<file path="src/rtl/core/cht_pkg.sv">
`timescale 1ns / 1ps
// ----------------------------------------------------------------------------
// cht_pkg
// Shared types, sizes and codes of the chained hash table engine.
// ----------------------------------------------------------------------------
package cht_pkg;

  // table geometry
  localparam int BUCKETS = 7;
  localparam int RECORDS = 256;

  // field widths
  localparam int OP_W     = 2;
  localparam int KEY_W    = 31;
  localparam int DATA_W   = 64;
  localparam int STATUS_W = 2;
  localparam int POS_W    = 8;

  // derived widths
  localparam int BKT_W  = (BUCKETS > 1) ? $clog2(BUCKETS) : 1;
  localparam int IDX_W  = $clog2(RECORDS);
  localparam int LINK_W = IDX_W + 1;
  localparam int CNT_W  = $clog2(RECORDS + 1);

  // radix-4 remainder unit: two key bits a step
  localparam int KEY_PAD    = KEY_W + (KEY_W % 2);
  localparam int HASH_STEPS = KEY_PAD / 2;
  localparam int HCNT_W     = (HASH_STEPS > 1) ? $clog2(HASH_STEPS) : 1;

  // end-of-chain link: top bit set
  localparam logic [LINK_W-1:0] LINK_NONE = {1'b1, {IDX_W{1'b0}}};

  typedef enum logic [OP_W-1:0] {
    OP_SEARCH = 2'd0,
    OP_INSERT = 2'd1,
    OP_DELETE = 2'd2
  } op_t;

  typedef enum logic [STATUS_W-1:0] {
    ST_OK        = 2'd0,
    ST_NOT_FOUND = 2'd1,
    ST_DUPLICATE = 2'd2,
    ST_FULL      = 2'd3
  } status_t;

  typedef enum logic [2:0] {
    S_IDLE,
    S_HASH,
    S_FETCH,
    S_CHECK,
    S_LINK
  } state_t;

  // bucket result of the remainder unit
  typedef struct packed {
    logic             valid;
    logic [BKT_W-1:0] bucket;
  } hash_res_t;

  // record store request: one address, per-field write enables
  typedef struct packed {
    logic              rd_en;
    logic [IDX_W-1:0]  addr;
    logic              we_key;
    logic              we_data;
    logic              we_link;
    logic              we_live;
    logic [KEY_W-1:0]  key;
    logic [DATA_W-1:0] data;
    logic [LINK_W-1:0] link;
    logic              live;
  } store_req_t;

  // record store read data
  typedef struct packed {
    logic [KEY_W-1:0]  key;
    logic [LINK_W-1:0] link;
    logic              live;
  } store_rsp_t;

  // low bits of a record index as a result position
  function automatic logic [POS_W-1:0] to_pos(input logic [IDX_W-1:0] idx);
    logic [31:0] wide;
    wide = 32'(idx);
    return wide[POS_W-1:0];
  endfunction

endpackage

</file>
<file path="src/rtl/core/cht_hash.sv">
`timescale 1ns / 1ps
// ----------------------------------------------------------------------------
// cht_hash
// Iterative key mod BUCKETS: takes two key bits per cycle, msb first.
// ----------------------------------------------------------------------------
module cht_hash
  import cht_pkg::*;
(
  input  logic             clk,
  input  logic             rst,
  input  logic             load,
  input  logic [KEY_W-1:0] key,
  output hash_res_t        res
);

  localparam int T_W = BKT_W + 2;
  localparam logic [T_W-1:0] B1 = T_W'(BUCKETS);
  localparam logic [T_W-1:0] B2 = T_W'(2 * BUCKETS);
  localparam logic [T_W-1:0] B3 = T_W'(3 * BUCKETS);
  localparam logic [HCNT_W-1:0] LAST = HCNT_W'(HASH_STEPS - 1);

  logic [KEY_PAD-1:0] shreg;
  logic [BKT_W-1:0]   rem;
  logic [HCNT_W-1:0]  cnt;
  logic               run;
  logic               valid;
  logic [T_W-1:0]     t;
  logic [T_W-1:0]     t_red;

  // one radix-4 remainder step
  always_comb begin
    t = {rem, shreg[KEY_PAD-1 -: 2]};
    if (t >= B3) begin
      t_red = t - B3;
    end else if (t >= B2) begin
      t_red = t - B2;
    end else if (t >= B1) begin
      t_red = t - B1;
    end else begin
      t_red = t;
    end
  end

  // sequencer control
  always_ff @(posedge clk) begin
    if (rst) begin
      run   <= 1'b0;
      valid <= 1'b0;
      cnt   <= '0;
    end else if (load) begin
      run   <= 1'b1;
      valid <= 1'b0;
      cnt   <= '0;
    end else if (run) begin
      cnt   <= cnt + HCNT_W'(1);
      run   <= (cnt != LAST);
      valid <= (cnt == LAST);
    end else begin
      valid <= 1'b0;
    end
  end

  // shift register and remainder
  always_ff @(posedge clk) begin
    if (load) begin
      shreg <= KEY_PAD'(key);
      rem   <= '0;
    end else if (run) begin
      shreg <= {shreg[KEY_PAD-3:0], 2'b00};
      rem   <= t_red[BKT_W-1:0];
    end
  end

  assign res.valid  = valid;
  assign res.bucket = rem;

endmodule

</file>
<file path="config.mk">
export PLATFORM = sky130hd
export DESIGN_NAME = cht_hash
export DESIGN_NICKNAME = d
export VERILOG_FILES = /design/src/rtl/core/cht_pkg.sv /design/src/rtl/core/cht_hash.sv
export SDC_FILE = /design/constraint.sdc
export NUM_CORES = 1
export LEC_CHECK = 0
export ABC_AREA = 1
export BUFFER_PORTS_ARGS = -buffer_cell sky130_fd_sc_hd__buf_2
export CAP_MARGIN = 20
export CORE_MARGIN = 2
export CORE_UTILIZATION = 25
export CTS_CLUSTER_SIZE = 8
export DETAILED_ROUTE_END_ITERATION = 16
export PLACE_DENSITY = 0.46
export SYNTH_ARGS = -nofsm -noshare
export SYNTH_HDL_FRONTEND = slang
export SYNTH_SLANG_ARGS = --single-unit
export TNS_END_PERCENT = 100
</file>
<file path="constraint.sdc">
create_clock -name clk -period 1.8 [get_ports clk]
set_clock_uncertainty 0.15 [all_clocks]
set_input_delay 0.09 -clock clk [delete_from_list [all_inputs] [get_ports clk]]
set_output_delay 0.09 -clock clk [all_outputs]
set_load 0.02 [all_outputs]
</file>
# Yosys cells after proc, flatten, opt, wreduce, memory -nomap -nowiden
# Cells that the tools add are included.
# totals
ff_bits	41
output_inout_bits	4
# classes
n_addsub	4
order_cmp	3
n_eq_ne	2
mux	7
n_bitwise	1
reduce_logical	3
# ops
cell	count
$mux 31	2
$mux 3	3
$sub 3x3->3 const B	3
$ge 5x3->1 const B	1
$ge 5x4->1 const B	1
$ge 5x5->1 const B	1
$add 4x1->4 const B	1
$eq 4x4->1 const B	1
$ne 4x4->1 const B	1
$reduce_or 3->1	1
$mux 1	2
$reduce_bool 2->1	1
$reduce_or 2->1	1
$not 1->1	1

# Logic depth before layout (Yosys ltp)
# depth
word_depth	4
mapped_depth	11

# Worst setup path after synthesis
# No wires, ideal clock.
# synth_path
path_kind	input port to flip-flop
start	in load
end	reg shreg[0], enable pin
arrival_time_ps	1162
required_ps	1262
setup_slack_ps	100
path_stages	4
path_cell_list	buf_2 > inv_1 > buf_2 > nand2_1
# synth_via
elab_chain_len	1
# synth_rtl
element	line_no	rtl
from (decl)	cht_hash.sv:11	input logic load,
$reduce_bool 2->1 (no source line)	-	
to (signal assigned)	cht_hash.sv:66	shreg <= KEY_PAD'(key);
to (signal assigned)	cht_hash.sv:69	shreg <= {shreg[KEY_PAD-3:0], 2'b00};
to (decl)	cht_hash.sv:22	logic [KEY_PAD-1:0] shreg;
# No other way between the ends.
# A chain may end at the register's enable or synchronous reset.

# Final worst setup path
# layout_path
start	reg shreg[31]
end	reg rem[0]
# layout_via
elab_chain_len	4
elab_cells_between_ends	6
classes_between	order compare: 3; mux: 3
# layout_rtl
element	line_no	rtl
$ge 5x3->1	cht_hash.sv:37	end else if (t >= B1) begin
$mux 3	cht_hash.sv:37	
$mux 3	cht_hash.sv:35	end else if (t >= B2) begin
$mux 3 *	cht_hash.sv:33	if (t >= B3) begin
to (signal assigned)	cht_hash.sv:70	rem <= t_red[BKT_W-1:0];
to (decl)	cht_hash.sv:23	logic [BKT_W-1:0] rem;
# Mark *: on every way between the ends. The rest lies on a longest branch, timed or not.

==> qor.yml <==
grt:
  overflow: 0
  grt_pass1_wl_mm: 6.651
  grt_max_degree: 30
  antenna_found_initial: 0
  grt_pass1_vias: 1529
  grt_usage_pct: 9.640
route:
  vias: 1593
  wire_per_inst_um: 9.945
  drc: 0
  wl_mm: 3.978
  drt_iter0_markers: 65
  drt_first_pass_iters: 4
  via_per_inst: 3.983
  ant_nets: 0
synthesis:
  synthTopCellsByCount: "nand2_1, edfxtp_1, inv_1"
  synthCells: 223
  synth_edf_count: 31
  yosysMostFrequentCell: "nand2_1"
  synth-compound-area-share_pct: 3.571
  netlist_area_um2: 1962
  yosys.area_share.adder_pct: 4.464
  syn_nets: 264
  synth.top_cells.by_area: "edfxtp_1, nand2_1, dfxtp_1, ha_1, nand3_1"
  ys.warnings.count: 0
  ys_types: 22
  synth_mux_area_share_pct: 0
  synth.yosys.seq_area_share_pct: 57.65
  ys_seq_elements: 41
  synth_top_area_share_pct: 47.45
  ys_async_sr_fraction_pct: 0
  synth_top_family_by_area: "simple AND/OR/NAND/NOR gates"
  ys.flop_type: "edfxtp_1"
  synth_top_area_cell: "edfxtp_1"
  yosys.area_share.simple_pct: 28.32
  synth_xor_area_share_pct: 0.4464
  syn_area_per_cell_um2: 8.798
sta:
  final.setup.tns_ns: 0
  slew_headroom_pct: 79.91
  worst_hold_slack_ns: 0.1272
  fin_crit_ns: 1.594
  max_slew.worst_pin.slew_ns: 0.3010
  fmax_mhz: 627.4
  report.final.setup_viol: 0
  slew_violations: 0
  finalCritPeriodShare_pct: 88.55
  rsz0062_at_grt: "false"
  finalHoldViolCount: 0
setup_path:
  path_cells: "inv_1 > ha_1 > nand2_1 > nand3_1 > nand2_1 > nand2_1 > nand2_1 > nand3_1 > nand2_1 > inv_1"
  path_buf_inv: 2
  cp_top_family: "simple AND/OR/NAND/NOR gates"
  crit_path_frequent_cell: "nand2_1"
  crit_path_start_kind: "flip-flop"
  cp_max_fo: 6
  worst_setup_path_end_kind: "flip-flop"
  cpMaxStageDelayCell: "dfxtp_1"
  critPathMaxStageDelay_ns: 0.43
  crit_required_ns: 1.84
  worstSetupPathType: "reg2reg"
  arrival_ns: 1.64
placed_design:
  dp_cells: 360
  hpwlAfterDp_mm: 2.694
  detailed_place.area_um2: 2287
  place.gp.congestion: 0.8297
  port-buffer-count: 37
pwr:
  netSwitchingFraction_pct: 23.18
  pwr-share-comb_pct: 14.9
  intPower_mw: 1.732
  clock_power_share_pct: 33.9
  p_leak_nw: 1.286
  switchingPower_mw: 0.5227
  seqPwrFrac_pct: 51.2
  power_density_nw_per_um2: 827.8
  irDropWorstVdd_mv: 0.4076
clock_tree:
  clockBufferDepth: 2
  numCtsBuffers: 5
  cts_root_buf: "clkbuf_8"
  cts_resized: 0
  clk_latency_ns: 0.29
  hold_buffers: 32
  post_cts_buffers: 0
  cts_tree: "done"
  clkTransAtPathRegs_ns: 0.08
  cts_max_level: 2
  cts.sinks: 41
floorplanning:
  initial_utilization_pct: 25.65
  ios: 38
  fp.dieH_um: 92.59
  core_um2: 7647
  rows: 32
  die_area_um2: 8572
  die_width_um: 92.59
finish:
  drive_gt1_share_pct: 19.13
  final_cells: 400
  nets: 338
  diodes: 0
  post-route-util_pct: 35.62
  syn2layout_area_growth_pct: 38.84
  fin_area_um2: 2724
flow_run:
  drv_cap: 0
min_path:
  hold_path.class: "in2reg"
run_status:
  outcome: "finished clean"
[power by group through the flow]
stage	logic (mW)	clock network (mW)	registers, mW
finish	0.337	0.764	1.15
global route	0.388	0.831	1.16
CTS	0.345	0.799	1.16
detailed placement	0.291	0	1.18
global placement	0.293	0	1.17
floorplan	0.182	0	1.18
[sequential cells by signal, indices dropped and copies added, names as in the netlist]
name,flops
shreg,32
cnt,4
run,1
rem,3
valid,1
[layout by cell type, fill, tap and decap left out, types with 3 or more instances in the layout]
cell | synthesis | routed
nor2_1 | 3 | 3
edfxtp_1 | 31 | 31
buf_4 | 1 | 6
buf_2 | 4 | 37
nand2_2 | 3 | 3
o21ai_0 | 5 | 5
ha_1 | 7 | 7
nand3_1 | 12 | 12
inv_1 | 14 | 14
clkbuf_8 | 1 | 6
a21oi_1 | 9 | 9
dlygate4sd3_1 | 0 | 32
dfxtp_1 | 10 | 10
nand2_1 | 111 | 111
[area by class of cell]
type / instances / area, µm²
Clock inverter: 1 / 30.03
Fill cell: 800 / 4923
Multi-Input combinational cell: 158 / 721.9
Clock buffer: 7 / 86.33
Sequential cell: 41 / 1131
Timing Repair Buffer: 76 / 570.5
Tap cell: 102 / 127.6
Inverter: 15 / 56.30
[worst min-delay path, cell delays in order]
cell and delay [ns]:
buf_2 0.10, inv_1 0.06, nand2_1 0.16
[cell families (layout without fill, tap and decap cells)]
| family | Yosys count | in the layout |
|---|---|---|
| AND/OR/NAND/NOR | 136 | 136 |
| flip-flops | 41 | 41 |
| buffers and inverters | 24 | 99 |
| AO/OA/AOI/OAI | 14 | 14 |
| adder cells (fa/ha/maj) | 7 | 7 |
| XOR/XNOR | 1 | 1 |
[per-layer routing]
layer / routed length, µm / GRT usage [%]
met5: 0 / 0
met4: 53 / 3.731
met3: 170 / 2.278
met2: 1803 / 15.94
met1: 1950 / 12.19
[metrics by stage]
stage / setup WS (ns) / power, mW
finish: 0.2060 / 2.255
global route: 0.02144 / 2.382
CTS: 0.2083 / 2.300
detailed placement: 0.2151 / 1.468
global placement: 0.2405 / 1.468
floorplan: 0.09956 / 1.360
[path summary, 6_finish.rpt]
path,slack [ns],from,cells after the start,end
max,0.21,shreg[31]$_SDFFE_PP0P_,10,rem[0]$_SDFFE_PP0P_
min,0.13,load,3,shreg[29]$_DFFE_PP_
max reg2reg,0.21,shreg[31]$_SDFFE_PP0P_,10,rem[0]$_SDFFE_PP0P_
min reg2reg,0.32,cnt[3]$_SDFFE_PP0P_,2,cnt[3]$_SDFFE_PP0P_
Note: power is estimated with default switching activity, not from simulation.
